<file path="src/rtl/assert_macros.svh">
// Assertion macros shared by the housekeeping controller RTL.
`ifndef ASSERT_MACROS_SVH
`define ASSERT_MACROS_SVH

// Check a condition on every clock edge outside reset.
`define ASSERT_ALWAYS(label, clk, rst_n, cond, msg) \
    label: assert property (@(posedge clk) disable iff (!rst_n) (cond)) else $error(msg);

// Check that a condition implies another one on the next clock edge.
`define ASSERT_NEXT(label, clk, rst_n, ante, cons, msg) \
    label: assert property (@(posedge clk) disable iff (!rst_n) (ante) |=> (cons)) \
        else $error(msg);

`endif

</file>
<file path="src/rtl/thc_pkg.sv">
// Shared constants, types and functions of the tick housekeeping controller.
package thc_pkg;

    // Tick timing
    localparam int TICK_RATE      = 100;
    localparam int DEBOUNCE_TICKS = 4;
    localparam int MINUTE_TICKS   = 6000;

    // Beat field widths
    localparam int KEY_W  = 3;
    localparam int SECS_W = 8;
    localparam int QUAL_W = 7;

    // Hold thresholds in debounced samples
    localparam int HOLD_SHORT = TICK_RATE / DEBOUNCE_TICKS;
    localparam int HOLD_MID   = TICK_RATE * 2 / DEBOUNCE_TICKS;
    localparam int HOLD_LONG  = TICK_RATE * 4 / DEBOUNCE_TICKS;

    // Counter widths
    localparam int HOLD_W   = $clog2(HOLD_LONG + 2);
    localparam int STABLE_W = $clog2(DEBOUNCE_TICKS + 2);
    localparam int MINUTE_W = $clog2(MINUTE_TICKS + 1);
    localparam int RATE_W   = $clog2(TICK_RATE + 1);
    localparam int PUMP_W   = 16;
    localparam int BEEP_W   = 8;
    localparam int IR_W     = 3;
    localparam int SIG_W    = 8;
    localparam int LOAD_W   = (RATE_W + SECS_W > PUMP_W) ? RATE_W + SECS_W : PUMP_W + 1;

    // Timer constants
    localparam logic [BEEP_W-1:0] BEEP_RESET     = BEEP_W'(100);
    localparam logic [BEEP_W-1:0] BEEP_MID_COUNT = BEEP_W'(5);
    localparam logic [BEEP_W-1:0] BEEP_LONG_COUNT = BEEP_W'(1);
    localparam logic [PUMP_W-1:0] PUMP_MAX       = {PUMP_W{1'b1}};
    localparam logic [SIG_W-1:0]  SIG_DUTY_RESET = SIG_W'(10);
    localparam logic [IR_W-1:0]   IR_DUTY_MAX    = IR_W'(4);
    localparam logic [IR_W-1:0]   IR_PHASE_LAST  = IR_W'(4);

    // Key handling events toward the timers
    typedef struct packed {
        logic              beep_load;
        logic [BEEP_W-1:0] beep_count;
        logic              query;
        logic              key_led;
        logic              wait_led;
    } t_key_stat;

    // Timer and PWM results of one tick
    typedef struct packed {
        logic beeper_on;
        logic pump_on;
        logic ir_led_on;
        logic signal_led_level;
        logic query;
    } t_timer_res;

    // Map modem signal quality to the signal LED duty
    function automatic logic [SIG_W-1:0] quality_duty(input logic [QUAL_W-1:0] q);
        logic [QUAL_W-1:0]   d;
        logic [QUAL_W+3:0]   prod;
        d    = q - QUAL_W'(10);
        prod = {4'b0, d} * (QUAL_W+4)'(15);
        if (q < QUAL_W'(12)) begin
            quality_duty = SIG_W'(1);
        end else if (q > QUAL_W'(24)) begin
            quality_duty = SIG_W'(255);
        end else begin
            quality_duty = prod[SIG_W-1:0];
        end
    endfunction

endpackage

</file>
<file path="src/rtl/thc_tick_if.sv">
// Input channel carrying one housekeeping tick per beat.
interface thc_tick_if import thc_pkg::*; ();
    logic              valid;
    logic              ready;
    logic [KEY_W-1:0]  key_levels;
    logic              pump_start;
    logic [SECS_W-1:0] pump_seconds;
    logic              ir_step;
    logic              modem_idle;
    logic [QUAL_W-1:0] signal_quality;

    modport source (
        output valid, key_levels, pump_start, pump_seconds, ir_step, modem_idle,
               signal_quality,
        input  ready
    );
    modport sink (
        input  valid, key_levels, pump_start, pump_seconds, ir_step, modem_idle,
               signal_quality,
        output ready
    );
endinterface

</file>
<file path="src/rtl/thc_result_if.sv">
// Output channel carrying the drive levels produced by one tick.
interface thc_result_if ();
    logic valid;
    logic ready;
    logic beeper_on;
    logic pump_on;
    logic ir_led_on;
    logic key_led_on;
    logic wait_led_on;
    logic signal_led_level;
    logic quality_query;

    modport source (
        output valid, beeper_on, pump_on, ir_led_on, key_led_on, wait_led_on,
               signal_led_level, quality_query,
        input  ready
    );
    modport sink (
        input  valid, beeper_on, pump_on, ir_led_on, key_led_on, wait_led_on,
               signal_led_level, quality_query,
        output ready
    );
endinterface

</file>
<file path="src/rtl/thc_keys.sv">
// Key debounce, two-key hold timing, key LED and waiting flag.
`include "assert_macros.svh"

module thc_keys import thc_pkg::*; (
    input  logic             i_clk,
    input  logic             i_rst_n,
    input  logic             i_step,
    input  logic [KEY_W-1:0] i_key_levels,
    output t_key_stat        o_stat
);

    logic [KEY_W-1:0]    r_prev,   n_prev;
    logic [STABLE_W-1:0] r_stable, n_stable;
    logic [HOLD_W-1:0]   r_hold,   n_hold;
    logic                r_led,    n_led;
    logic                r_wait,   n_wait;
    logic [HOLD_W-1:0]   w_hold_inc;

    assign w_hold_inc = r_hold + HOLD_W'(1);

    // Debounce the keys and run the hold timer on each settled sample
    always_comb begin
        n_prev            = r_prev;
        n_stable          = r_stable;
        n_hold            = r_hold;
        n_led             = r_led;
        n_wait            = r_wait;
        o_stat.beep_load  = 1'b0;
        o_stat.beep_count = BEEP_MID_COUNT;
        o_stat.query      = 1'b0;
        if (i_key_levels == r_prev) begin
            n_stable = r_stable + STABLE_W'(1);
            if (r_stable + STABLE_W'(1) > STABLE_W'(DEBOUNCE_TICKS)) begin
                n_stable = '0;
                if (i_key_levels[1:0] == 2'b00) begin
                    n_hold = w_hold_inc;
                    if (w_hold_inc > HOLD_W'(HOLD_LONG)) begin
                        n_hold = '0;
                    end else if (w_hold_inc > HOLD_W'(HOLD_MID)) begin
                        o_stat.beep_load  = 1'b1;
                        o_stat.beep_count = BEEP_LONG_COUNT;
                        if (!w_hold_inc[0]) begin
                            n_led = ~r_led;
                        end
                        n_wait = 1'b1;
                    end else if (w_hold_inc > HOLD_W'(HOLD_SHORT)) begin
                        o_stat.beep_load  = 1'b1;
                        o_stat.beep_count = BEEP_MID_COUNT;
                    end
                end else begin
                    n_hold = '0;
                    n_led  = 1'b0;
                end
                o_stat.query = ~i_key_levels[2];
            end
        end else begin
            n_prev   = i_key_levels;
            n_stable = '0;
        end
        o_stat.key_led  = n_led;
        o_stat.wait_led = n_wait;
    end

    // Advance key state once per processed tick
    always_ff @(posedge i_clk) begin
        if (!i_rst_n) begin
            r_prev   <= '0;
            r_stable <= '0;
            r_hold   <= '0;
            r_led    <= 1'b0;
            r_wait   <= 1'b0;
        end else if (i_step) begin
            r_prev   <= n_prev;
            r_stable <= n_stable;
            r_hold   <= n_hold;
            r_led    <= n_led;
            r_wait   <= n_wait;
        end
    end

    `ASSERT_NEXT(a_wait_sticky, i_clk, i_rst_n, r_wait, r_wait, "waiting flag dropped")
    `ASSERT_ALWAYS(a_hold_bound, i_clk, i_rst_n, r_hold <= HOLD_W'(HOLD_LONG),
        "hold count above wrap point")
    `ASSERT_ALWAYS(a_stable_bound, i_clk, i_rst_n, r_stable <= STABLE_W'(DEBOUNCE_TICKS),
        "debounce count above limit")

endmodule

</file>
<file path="src/rtl/thc_timers.sv">
// Minute timer, beeper and pump countdowns, IR and signal LED PWM.
`include "assert_macros.svh"

module thc_timers import thc_pkg::*; (
    input  logic              i_clk,
    input  logic              i_rst_n,
    input  logic              i_step,
    input  logic              i_pump_start,
    input  logic [SECS_W-1:0] i_pump_seconds,
    input  logic              i_ir_step,
    input  logic              i_modem_idle,
    input  logic [QUAL_W-1:0] i_signal_quality,
    input  t_key_stat         i_key,
    output t_timer_res        o_res
);

    logic [MINUTE_W-1:0] r_minute, n_minute;
    logic [BEEP_W-1:0]   r_beep,   n_beep;
    logic                r_beep_level, n_beep_level;
    logic [PUMP_W-1:0]   r_pump,   n_pump;
    logic                r_pump_level, n_pump_level;
    logic [IR_W-1:0]     r_ir_duty,  n_ir_duty;
    logic [IR_W-1:0]     r_ir_phase, n_ir_phase;
    logic [SIG_W-1:0]    r_sig_duty,  n_sig_duty;
    logic [SIG_W-1:0]    r_sig_phase, n_sig_phase;
    logic [LOAD_W-1:0]   w_load;
    logic [PUMP_W-1:0]   w_pump_cur;
    logic [IR_W-1:0]     w_ir_inc;
    logic                w_minute_query;

    assign w_load = LOAD_W'(TICK_RATE) * LOAD_W'(i_pump_seconds);

    // Start the pump only when it is stopped, then count it down
    always_comb begin
        w_pump_cur = r_pump;
        if (i_pump_start && r_pump == '0) begin
            w_pump_cur = (w_load > LOAD_W'(PUMP_MAX)) ? PUMP_MAX : w_load[PUMP_W-1:0];
        end
        n_pump       = w_pump_cur;
        n_pump_level = r_pump_level;
        if (w_pump_cur != '0) begin
            n_pump       = w_pump_cur - PUMP_W'(1);
            n_pump_level = (w_pump_cur != PUMP_W'(1));
        end
    end

    // Count the beeper down; key holds reload it afterward
    always_comb begin
        n_beep       = r_beep;
        n_beep_level = r_beep_level;
        if (r_beep != '0) begin
            n_beep       = r_beep - BEEP_W'(1);
            n_beep_level = (r_beep != BEEP_W'(1));
        end
        if (i_key.beep_load) begin
            n_beep = i_key.beep_count;
        end
    end

    // Sample signal quality once a minute while the modem is idle
    always_comb begin
        n_minute       = r_minute + MINUTE_W'(1);
        n_sig_duty     = r_sig_duty;
        w_minute_query = 1'b0;
        if (r_minute >= MINUTE_W'(MINUTE_TICKS)) begin
            n_minute = '0;
            if (i_modem_idle) begin
                n_sig_duty     = quality_duty(i_signal_quality);
                w_minute_query = 1'b1;
            end
        end
    end

    // Step the IR duty and run both PWM phases
    assign n_ir_duty   = i_ir_step ? ((r_ir_duty >= IR_DUTY_MAX) ? '0 : r_ir_duty + IR_W'(1))
                                   : r_ir_duty;
    assign w_ir_inc    = r_ir_phase + IR_W'(1);
    assign n_ir_phase  = (w_ir_inc >= IR_PHASE_LAST) ? '0 : w_ir_inc;
    assign n_sig_phase = r_sig_phase + SIG_W'(1);

    assign o_res.beeper_on        = n_beep_level;
    assign o_res.pump_on          = n_pump_level;
    assign o_res.ir_led_on        = (w_ir_inc <= n_ir_duty);
    assign o_res.signal_led_level = (n_sig_phase > n_sig_duty);
    assign o_res.query            = w_minute_query | i_key.query;

    // Advance timers once per processed tick
    always_ff @(posedge i_clk) begin
        if (!i_rst_n) begin
            r_minute     <= '0;
            r_beep       <= BEEP_RESET;
            r_beep_level <= 1'b0;
            r_pump       <= '0;
            r_pump_level <= 1'b0;
            r_ir_duty    <= '0;
            r_ir_phase   <= '0;
            r_sig_duty   <= SIG_DUTY_RESET;
            r_sig_phase  <= '0;
        end else if (i_step) begin
            r_minute     <= n_minute;
            r_beep       <= n_beep;
            r_beep_level <= n_beep_level;
            r_pump       <= n_pump;
            r_pump_level <= n_pump_level;
            r_ir_duty    <= n_ir_duty;
            r_ir_phase   <= n_ir_phase;
            r_sig_duty   <= n_sig_duty;
            r_sig_phase  <= n_sig_phase;
        end
    end

    `ASSERT_ALWAYS(a_pump_level, i_clk, i_rst_n, !r_pump_level || r_pump != '0,
        "pump driven with no time left")
    `ASSERT_ALWAYS(a_ir_range, i_clk, i_rst_n,
        r_ir_duty <= IR_DUTY_MAX && r_ir_phase < IR_PHASE_LAST, "IR PWM state out of range")
    `ASSERT_ALWAYS(a_minute_range, i_clk, i_rst_n, r_minute <= MINUTE_W'(MINUTE_TICKS),
        "minute timer past its period")

endmodule

</file>
<file path="src/rtl/tick_housekeeping_controller.sv">
// Top level of the tick housekeeping controller.
//
// Usage: send one beat on i_tick per periodic system tick. Each beat carries
// the three active-low key levels, an optional pump start with its run time
// in seconds, an optional IR duty step, and the modem idle flag with the last
// signal quality. For every input beat exactly one beat leaves on o_result
// with the beeper, pump, IR LED, key LED, waiting LED and signal LED levels
// and the quality query request of that tick.
// Flow: an accepted tick sits in the input register until the result register
// is free and then loads into it. Throughput: one tick per cycle while
// o_result is ready; both sides of the block hold one beat each, so a new
// tick is taken while a result waits.
// Stall: while o_result is not ready the result is held and one more tick
// waits in the input register; i_tick.ready drops only when both are full.
// Reset: synchronous, active low; all timers, PWM phases and key state take
// their power-on values (beeper count 100, signal duty 10, the rest zero)
// and both channels come up empty.
`include "assert_macros.svh"

module tick_housekeeping_controller import thc_pkg::*; (
    input  logic        i_clk,
    input  logic        i_rst_n,
    thc_tick_if.sink    i_tick,
    thc_result_if.source o_result
);

    typedef struct packed {
        logic [KEY_W-1:0]  key_levels;
        logic              pump_start;
        logic [SECS_W-1:0] pump_seconds;
        logic              ir_step;
        logic              modem_idle;
        logic [QUAL_W-1:0] signal_quality;
    } t_tick;

    logic       r_in_valid;
    t_tick      r_tick;
    logic       r_out_valid;
    t_timer_res r_res;
    logic       r_key_led;
    logic       r_wait_led;
    logic       w_adv;
    logic       w_take;
    t_key_stat  w_key;
    t_timer_res w_res;

    // Process the held tick whenever the result register is free
    assign w_adv        = r_in_valid && (!r_out_valid || o_result.ready);
    assign i_tick.ready = !r_in_valid || w_adv;
    assign w_take       = i_tick.valid && i_tick.ready;

    // Input register
    always_ff @(posedge i_clk) begin
        if (!i_rst_n) begin
            r_in_valid <= 1'b0;
        end else if (w_take) begin
            r_in_valid <= 1'b1;
        end else if (w_adv) begin
            r_in_valid <= 1'b0;
        end
    end

    always_ff @(posedge i_clk) begin
        if (w_take) begin
            r_tick.key_levels     <= i_tick.key_levels;
            r_tick.pump_start     <= i_tick.pump_start;
            r_tick.pump_seconds   <= i_tick.pump_seconds;
            r_tick.ir_step        <= i_tick.ir_step;
            r_tick.modem_idle     <= i_tick.modem_idle;
            r_tick.signal_quality <= i_tick.signal_quality;
        end
    end

    thc_keys u_keys (
        .i_clk        (i_clk),
        .i_rst_n      (i_rst_n),
        .i_step       (w_adv),
        .i_key_levels (r_tick.key_levels),
        .o_stat       (w_key)
    );

    thc_timers u_timers (
        .i_clk            (i_clk),
        .i_rst_n          (i_rst_n),
        .i_step           (w_adv),
        .i_pump_start     (r_tick.pump_start),
        .i_pump_seconds   (r_tick.pump_seconds),
        .i_ir_step        (r_tick.ir_step),
        .i_modem_idle     (r_tick.modem_idle),
        .i_signal_quality (r_tick.signal_quality),
        .i_key            (w_key),
        .o_res            (w_res)
    );

    // Result register
    always_ff @(posedge i_clk) begin
        if (!i_rst_n) begin
            r_out_valid <= 1'b0;
        end else if (w_adv) begin
            r_out_valid <= 1'b1;
        end else if (o_result.ready) begin
            r_out_valid <= 1'b0;
        end
    end

    always_ff @(posedge i_clk) begin
        if (w_adv) begin
            r_res      <= w_res;
            r_key_led  <= w_key.key_led;
            r_wait_led <= w_key.wait_led;
        end
    end

    assign o_result.valid            = r_out_valid;
    assign o_result.beeper_on        = r_res.beeper_on;
    assign o_result.pump_on          = r_res.pump_on;
    assign o_result.ir_led_on        = r_res.ir_led_on;
    assign o_result.key_led_on       = r_key_led;
    assign o_result.wait_led_on      = r_wait_led;
    assign o_result.signal_led_level = r_res.signal_led_level;
    assign o_result.quality_query    = r_res.query;

    `ASSERT_ALWAYS(a_no_take_when_full, i_clk, i_rst_n,
        !(r_in_valid && r_out_valid && !o_result.ready) || !i_tick.ready,
        "tick taken with both registers full")
    `ASSERT_NEXT(a_adv_fills_out, i_clk, i_rst_n, w_adv, r_out_valid,
        "processed tick produced no result")
    `ASSERT_NEXT(a_take_fills_in, i_clk, i_rst_n, w_take, r_in_valid,
        "accepted tick lost from input register")

endmodule

</file>
<file path="src/flat_wrapper.sv">
// flat-port wrapper written by rule: the top's interface ports become plain ports
module tick_housekeeping_controller_flat import thc_pkg::*;
  (i_clk, i_rst_n, i_tick_valid, i_tick_key_levels, i_tick_pump_start, i_tick_pump_seconds, i_tick_ir_step, i_tick_modem_idle, i_tick_signal_quality, i_tick_ready, o_result_valid, o_result_beeper_on, o_result_pump_on, o_result_ir_led_on, o_result_key_led_on, o_result_wait_led_on, o_result_signal_led_level, o_result_quality_query, o_result_ready);
  thc_tick_if i_tick_i ();
  thc_result_if o_result_i ();
  input  logic i_clk;
  input  logic i_rst_n;
  input wire logic [$bits(i_tick_i.valid)-1:0] i_tick_valid;
  input wire logic [$bits(i_tick_i.key_levels)-1:0] i_tick_key_levels;
  input wire logic [$bits(i_tick_i.pump_start)-1:0] i_tick_pump_start;
  input wire logic [$bits(i_tick_i.pump_seconds)-1:0] i_tick_pump_seconds;
  input wire logic [$bits(i_tick_i.ir_step)-1:0] i_tick_ir_step;
  input wire logic [$bits(i_tick_i.modem_idle)-1:0] i_tick_modem_idle;
  input wire logic [$bits(i_tick_i.signal_quality)-1:0] i_tick_signal_quality;
  output wire logic [$bits(i_tick_i.ready)-1:0] i_tick_ready;
  output wire logic [$bits(o_result_i.valid)-1:0] o_result_valid;
  output wire logic [$bits(o_result_i.beeper_on)-1:0] o_result_beeper_on;
  output wire logic [$bits(o_result_i.pump_on)-1:0] o_result_pump_on;
  output wire logic [$bits(o_result_i.ir_led_on)-1:0] o_result_ir_led_on;
  output wire logic [$bits(o_result_i.key_led_on)-1:0] o_result_key_led_on;
  output wire logic [$bits(o_result_i.wait_led_on)-1:0] o_result_wait_led_on;
  output wire logic [$bits(o_result_i.signal_led_level)-1:0] o_result_signal_led_level;
  output wire logic [$bits(o_result_i.quality_query)-1:0] o_result_quality_query;
  input wire logic [$bits(o_result_i.ready)-1:0] o_result_ready;
  assign i_tick_i.valid = i_tick_valid;
  assign i_tick_i.key_levels = i_tick_key_levels;
  assign i_tick_i.pump_start = i_tick_pump_start;
  assign i_tick_i.pump_seconds = i_tick_pump_seconds;
  assign i_tick_i.ir_step = i_tick_ir_step;
  assign i_tick_i.modem_idle = i_tick_modem_idle;
  assign i_tick_i.signal_quality = i_tick_signal_quality;
  assign i_tick_ready = i_tick_i.ready;
  assign o_result_valid = o_result_i.valid;
  assign o_result_beeper_on = o_result_i.beeper_on;
  assign o_result_pump_on = o_result_i.pump_on;
  assign o_result_ir_led_on = o_result_i.ir_led_on;
  assign o_result_key_led_on = o_result_i.key_led_on;
  assign o_result_wait_led_on = o_result_i.wait_led_on;
  assign o_result_signal_led_level = o_result_i.signal_led_level;
  assign o_result_quality_query = o_result_i.quality_query;
  assign o_result_i.ready = o_result_ready;
  tick_housekeeping_controller u_core (.i_clk(i_clk), .i_rst_n(i_rst_n), .i_tick(i_tick_i), .o_result(o_result_i));
endmodule
</file>
<file path="config.mk">
export PLATFORM = sky130hd
export DESIGN_NAME = tick_housekeeping_controller_flat
export DESIGN_NICKNAME = d
export VERILOG_FILES = /design/src/rtl/thc_pkg.sv /design/src/rtl/thc_tick_if.sv /design/src/rtl/thc_result_if.sv /design/src/rtl/thc_keys.sv /design/src/rtl/thc_timers.sv /design/src/rtl/tick_housekeeping_controller.sv /design/src/flat_wrapper.sv
export VERILOG_INCLUDE_DIRS = /design/src /design/src/rtl
export SDC_FILE = /design/constraint.sdc
export NUM_CORES = 1
export LEC_CHECK = 0
export ABC_AREA = 1
export BUFFER_PORTS_ARGS = -buffer_cell sky130_fd_sc_hd__clkbuf_2
export CORE_AREA = 2 2 114 116
export CTS_CLUSTER_DIAMETER = 200
export CTS_CLUSTER_SIZE = 12
export DETAILED_ROUTE_END_ITERATION = 16
export DIE_AREA = 0 0 116 118
export PLACE_DENSITY = 0.82
export SLEW_MARGIN = 30
export SYNTH_ARGS = -nofsm -noshare
export SYNTH_HDL_FRONTEND = slang
export SYNTH_HIERARCHICAL = 1
export SYNTH_SLANG_ARGS = --single-unit
</file>
<file path="constraint.sdc">
create_clock -name i_clk -period 4.8 [get_ports i_clk]
set_input_delay 0.96 -clock i_clk [delete_from_list [all_inputs] [get_ports i_clk]]
set_output_delay 0.96 -clock i_clk [all_outputs]
set_load 0.05 [all_outputs]
</file>
# After elaboration in Yosys (flattened, before gate mapping)
# Cells that the tools add are included.
# totals
out_inout_bits,9
wordCells,118
inputBits,25
regBits,106
# op_classes
n_mux,42
eq_ne,3
order_cmp,12
bitwise,4
reduce_logical,17
multipliers,2
n_addsub,9
# ops
operator,count
two-way mux 16 bit,3
two-way mux 8 bit,6
two-way mux 9 bit,4
two-way mux 10 bit,2
two-way mux 1 bit,19
greater-than comparator 15 x 16 -> 1 bit (second input constant),1
zero test 16 bit,1
inequality test 16 x 1 -> 1 bit (second input constant),1
nonzero test 16 bit,1
subtractor 16 x 1 -> 16 bit (second input constant),1
two-way mux 3 bit,5
greater-than comparator 7 x 5 -> 1 bit (second input constant),2
two-way mux 7 bit,2
adder 13 x 1 -> 13 bit (second input constant),1
greater-or-equal comparator 13 bit (second input constant),1
multiplier 5 x 8 -> 13 bit (first input constant),1
two-way mux 13 bit,1
adder 3 x 1 -> 3 bit (second input constant),3
adder 8 x 1 -> 8 bit (second input constant),1
greater-than comparator 8 bit,1
multiplier 7 x 4 -> 8 bit (second input constant),1
inequality test 8 x 1 -> 1 bit (second input constant),1
nonzero test 8 bit,1
subtractor 8 x 1 -> 8 bit (second input constant),1
18 further kinds,28

# Depth between registers and ports, before layout
# logic_depth
word_depth,10
mapped_depth,26

# Modules after synthesis
# The synthesis kept the hierarchy.
# by_module_without_submodules
mod,seq_area_each_um2,instances,area_each_um2,cells_per_inst
thc_timers,1221.2,1,5297.6,784
thc_keys,300.3,1,1091.0,166
tick_housekeeping_controller,880.8,1,935.9,41

# Worst setup path after synthesis
# OpenSTA, ideal clock, no wires.
# synth_path
path_kind,register -> register
start,register u_core/r_tick[1] (netlist name)
end,"register u_core.r_res, in the netlist u_core/o_result.signal_led_level (data pin)"
synth_period_minus_slack_ns,3.851
arrival_time_ns,3.589
path_buffers,0
path_stages_with_launch,22
slack_ns,0.949
setup_time_ns,0.262
cell_sequence,edfxtp_1 > inv_1 > ha_1 > xnor2_1 > ha_1 > inv_1 > xor2_1 > fa_1 > inv_1 > ha_1 > a21oi_1 > o21ai_0 > o21ai_0 > a21oi_1 > nor2_1 > a21oi_1 > ha_1 > nand2_1 > inv_1 > nand3_1 > nor3_1 > a31oi_1
# synth_lines
element,line_no,rtl
from (decl),tick_housekeeping_controller.sv:37,t_tick r_tick;
to (signal assigned),tick_housekeeping_controller.sv:108,r_res <= w_res;
to (decl),tick_housekeeping_controller.sv:39,t_timer_res r_res;

==> run_summary.xml <==
<?xml version="1.0" encoding="UTF-8"?>
<metrics>
  <group name="outcome">
    <metric name="outcome" unit="">finished clean</metric>
  </group>
  <group name="floorplan">
    <metric name="initial_core_util" unit="">0.590</metric>
    <metric name="die_area" unit="µm²">13700</metric>
    <metric name="die_x" unit="µm">116</metric>
    <metric name="core_area" unit="µm²">12400</metric>
    <metric name="io_pins" unit="">34</metric>
    <metric name="die_h" unit="µm">118</metric>
    <metric name="floorplan.rows" unit="">41</metric>
  </group>
  <group name="worst_setup_path">
    <metric name="worst_setup_path_end_kind" unit="">flip-flop</metric>
    <metric name="worst_path_largest_cell_delay" unit="ns">0.53</metric>
    <metric name="worstSetupStartpointType" unit="">flip-flop</metric>
    <metric name="worstPathBufferInverterCount" unit="">6</metric>
    <metric name="critical_path.most_common_cell" unit="">inv_1</metric>
    <metric name="worst-r2r-setup-slack" unit="ns">0.59</metric>
    <metric name="critical_path.reg2reg.endpoint" unit="">u_core/o_result.signal_led_level</metric>
    <metric name="worst_endpoint_data_arrival_time" unit="ns">4.31</metric>
    <metric name="timing.critical_path.required" unit="ns">4.90</metric>
    <metric name="cp_cell_sequence" unit="">inv_1 &gt; ha_1 &gt; o21ai_0 &gt; xor2_1 &gt; fa_1 &gt; inv_1 &gt; fa_1 &gt; inv_1 &gt; ha_1 &gt; inv_1 &gt; o21bai_1 &gt; nand3_1 &gt; nand3_1 &gt; nand2_1 &gt; nand2_1 &gt; inv_1 &gt; ha_1 &gt; nand2_1 &gt; inv_1 &gt; nand3_1 &gt; nor3_1 &gt; a31oi_1</metric>
    <metric name="path_delay_family" unit="">adder cells</metric>
    <metric name="timing.rr.start" unit="">u_core/r_tick[1]</metric>
    <metric name="rr_worst_depth" unit="">22</metric>
    <metric name="crit_type" unit="">reg2reg</metric>
    <metric name="worst-path-max-fanout" unit="">4</metric>
    <metric name="crit_slowest_cell" unit="">fa_1</metric>
  </group>
  <group name="synth">
    <metric name="post_synth_main_area_contributors" unit="">dfxtp_1 (21%), edfxtp_1 (11%), ha_1 (11%), nand2_1 (11%), inv_1 (8.9%)</metric>
    <metric name="synthCells" unit="">991</metric>
    <metric name="synth.yosys.seq_area_share" unit="">0.328</metric>
    <metric name="muxShareOfSynthArea" unit="">0</metric>
    <metric name="synth_edf_count" unit="">28</metric>
    <metric name="mapped_cell_area" unit="µm²">7320</metric>
    <metric name="ys_ff_latch" unit="">106</metric>
    <metric name="yosys.area_share.simple" unit="">0.273</metric>
    <metric name="avgSynthCellArea" unit="µm²">7.39</metric>
    <metric name="synthXorXnorAreaFrac" unit="">0.0335</metric>
    <metric name="yosys_warning_count" unit="">6</metric>
    <metric name="synth_async_sr_flop_share" unit="">0</metric>
    <metric name="synth.lib_cells_used.distinct" unit="">43</metric>
    <metric name="synth_ff_type" unit="">dfxtp_1</metric>
    <metric name="synth_top_family_by_area" unit="">simple AND/OR/NAND/NOR gates</metric>
    <metric name="synthDominantAreaCellType" unit="">dfxtp_1</metric>
    <metric name="adder_cell_share_of_the_synthesized_area" unit="">0.137</metric>
    <metric name="synth_compound_gate_area_share" unit="">0.114</metric>
    <metric name="top_cell_type_s_share_of_synthesized_area" unit="">0.213</metric>
  </group>
  <group name="clock_network">
    <metric name="root_buffer" unit="">clkbuf_16</metric>
    <metric name="cts_buffer_depth" unit="">2</metric>
    <metric name="clk_pin_slew_worst_paths" unit="ns">0.07</metric>
    <metric name="worstSkewPairLatency" unit="ns">0.35</metric>
    <metric name="clock_sinks" unit="">106</metric>
    <metric name="cts_made_buffers" unit="">9</metric>
    <metric name="cts-hold-fix-buffers" unit="">0</metric>
    <metric name="cts_resized" unit="">0</metric>
    <metric name="cts_max_level" unit="">3</metric>
    <metric name="post-cts-setup-buffers" unit="">0</metric>
    <metric name="cts_tree" unit="">built</metric>
  </group>
  <group name="sta">
    <metric name="setup-tns-final" unit="ns">0</metric>
    <metric name="setup_repair_after_global_routing_missed_its_margin" unit="">no</metric>
    <metric name="max_slew.worst_pin.slew" unit="ns">0.906</metric>
    <metric name="slew_headroom" unit="">0.395</metric>
    <metric name="final-hold-violation-count" unit="">0</metric>
    <metric name="min_period" unit="ns">4.21</metric>
    <metric name="setup_viol" unit="">0</metric>
    <metric name="part_of_the_cycle_the_worst_path_needs" unit="">0.876</metric>
    <metric name="setup_slack" unit="ns">0.593</metric>
    <metric name="final_slew_violations" unit="">0</metric>
    <metric name="fmaxAchievable" unit="MHz">238</metric>
    <metric name="worst_clock_skew" unit="ns">0.00509</metric>
  </group>
  <group name="min_path">
    <metric name="hold_depth" unit="">2</metric>
    <metric name="hold_path_startpoint" unit="">u_core/u_timers/r_ir_phase[2]</metric>
    <metric name="min_path_type" unit="">reg2reg</metric>
    <metric name="hold-path-endpoint" unit="">u_core/u_timers/r_ir_phase[2]</metric>
  </group>
  <group name="final_layout">
    <metric name="final_net_count" unit="">1118</metric>
    <metric name="antennaDiodeCount" unit="">0</metric>
    <metric name="commonest_non_fill_non_tap_cells_in_the_layout" unit="">nand2_1 (212), inv_1 (173), dfxtp_1 (78), nor2_1 (71), ha_1 (66)</metric>
    <metric name="area_growth_syn_to_layout" unit="%">7.69</metric>
    <metric name="multi_input_comb_area" unit="µm²">4120</metric>
    <metric name="area.sequential" unit="µm²">2400</metric>
    <metric name="drive_above_1_share" unit="">0.105</metric>
    <metric name="layout.cells.most_common" unit="">nand2_1</metric>
    <metric name="layout.cells.non_filler" unit="">1195</metric>
    <metric name="fill_cells" unit="">1095</metric>
  </group>
  <group name="power_and_ir_drop">
    <metric name="power_per_cell_area" unit="nW/µm²">314</metric>
    <metric name="ir_drop" unit="V">0.000203</metric>
    <metric name="total_leakage_power" unit="nW">3.85</metric>
  </group>
  <group name="global_routing">
    <metric name="grt_pass1_vias" unit="">5805</metric>
    <metric name="grt.overflow.total" unit="">0</metric>
    <metric name="grt_max_degree" unit="">32</metric>
    <metric name="global_route_wire_length_before_repair" unit="µm">24900</metric>
    <metric name="grt_antenna_before_repair" unit="">0</metric>
    <metric name="global_route.usage.total" unit="">0.222</metric>
  </group>
  <group name="placed_design">
    <metric name="detailed_place_hpwl" unit="µm">10700</metric>
    <metric name="place_ws" unit="ns">0.594</metric>
    <metric name="cells_after_dpl" unit="">1179</metric>
    <metric name="gp_routability_congestion" unit="">0.908</metric>
    <metric name="buffer_ports.inserted" unit="">33</metric>
  </group>
  <group name="route">
    <metric name="drtIter0Drc" unit="">377</metric>
    <metric name="totalWireLength" unit="µm">14300</metric>
    <metric name="first_pass_iters" unit="">5</metric>
    <metric name="drc_violations" unit="">0</metric>
    <metric name="route.detailed.wl_per_inst" unit="µm">11.9</metric>
    <metric name="vias" unit="">6190</metric>
    <metric name="route.antenna.remaining_nets" unit="">0</metric>
    <metric name="via_per_inst" unit="">5.18</metric>
  </group>
  <group name="run">
    <metric name="timing.max_cap.violations" unit="">0</metric>
  </group>
</metrics>
-- logic make-up (layout without fill, tap and decap cells) --
kind of cell / count (synthesis) / after routing
simple gates: 423 / 423
buf+inv: 205 / 232
compound gates: 152 / 152
flops: 106 / 106
fa+ha+maj: 75 / 75
xor+xnor: 28 / 28
other cells: 2 / 7
-- metrics by stage --
stage / utilization / total power [mW] / area (µm²) / hold slack (ns)
6_report: 0.635 / 2.48 / 7890 / 0.450
5_1_grt: 0.635 / 2.65 / 7890 / 0.477
4_1_cts: 0.635 / 2.49 / 7890 / 0.452
3_5_place_dp: 0.613 / 1.78 / 7610 / 0.441
3_3_place_gp: 0.613 / 1.77 / 7610 / 0.438
2_1_floorplan: - / 1.65 / 7340 / 0.421
-- where the power goes --
part	internal (mW)	leakage (nW)	switching, mW
Combinational	0.282	2.81	0.499
Clock	0.357	0.138	0.344
Sequential	0.960	0.902	0.0345
-- synth_stat cells (6+ instances only) --
master,instances
a21oi_1,65
a22o_1,6
a31oi_1,9
buf_4,11
clkbuf_1,13
dfxtp_1,78
edfxtp_1,28
fa_1,9
ha_1,66
inv_1,173
nand2_1,212
nand2_2,12
nand3_1,53
nand3_2,12
nand3b_1,6
nand4_1,12
nor2_1,71
nor2_2,8
nor3_1,14
o21ai_0,54
o22ai_1,9
xnor2_1,8
xor2_1,20
-- worst register-to-register path: stages, from the launching register on --
cell	delay, ns
edfxtp_1	0.40
inv_1	0.10
ha_1	0.23
o21ai_0	0.39
xor2_1	0.17
fa_1	0.51
inv_1	0.06
fa_1	0.53
inv_1	0.05
ha_1	0.27
inv_1	0.05
o21bai_1	0.18
nand3_1	0.10
nand3_1	0.08
nand2_1	0.05
nand2_1	0.07
inv_1	0.05
ha_1	0.28
nand2_1	0.05
inv_1	0.08
nand3_1	0.07
nor3_1	0.13
a31oi_1	0.06
-- registers in the layout (all words and copies together), names as in the netlist, 3 cells and up --
signal	cells
u_core/u_timers/r_beep	8
u_core/r_tick	21
u_core/u_timers/r_ir_duty	3
u_core/u_timers/r_sig_phase	8
u_core/u_timers/r_minute	13
u_core/u_keys/r_stable	3
u_core/u_timers/r_ir_phase	3
u_core/u_keys/r_hold	7
u_core/u_timers/r_pump	16
u_core/u_keys/r_prev	3
u_core/u_timers/r_sig_duty	8
-- per-layer routing --
metal / vias up / GRT usage / wire length (µm)
li1: 3237 / - / -
met1: 2818 / 0.289 / 6690
met2: 102 / 0.370 / 6810
met3: 33 / 0.0309 / 449
met4: 0 / 0.0871 / 316
met5: - / 0 / 0
-- cell type report --
type	instances	area share
Inverter	179	0.0855
Timing Repair Buffer	37	0.0247
Clock buffer	9	0.0286
Clock inverter	7	0.00650
Tap cell	172	0.0273
Sequential cell	106	0.305
Multi-Input combinational cell	685	0.523
-- worst max-delay path by stage --
| stage | cells past startpoint | slack (ns) | from | endpoint |
|---|---|---|---|---|
| 2_1_floorplan | 21 | 0.95 | u_core/r_tick[1] | u_core/o_result.signal_led_level |
| 3_3_place_gp | 21 | 0.74 | u_core/r_tick[1] | u_core/o_result.signal_led_level |
| 3_5_place_dp | 21 | 0.59 | u_core/r_tick[1] | u_core/o_result.signal_led_level |
| 4_1_cts | 21 | 0.59 | u_core/r_tick[1] | u_core/o_result.signal_led_level |
| 5_1_grt | 21 | 0.11 | u_core/r_tick[1] | u_core/o_result.signal_led_level |
| 6_report | 22 | 0.59 | u_core/r_tick[1] | u_core/o_result.signal_led_level |
(Power assumes the default switching activity.)
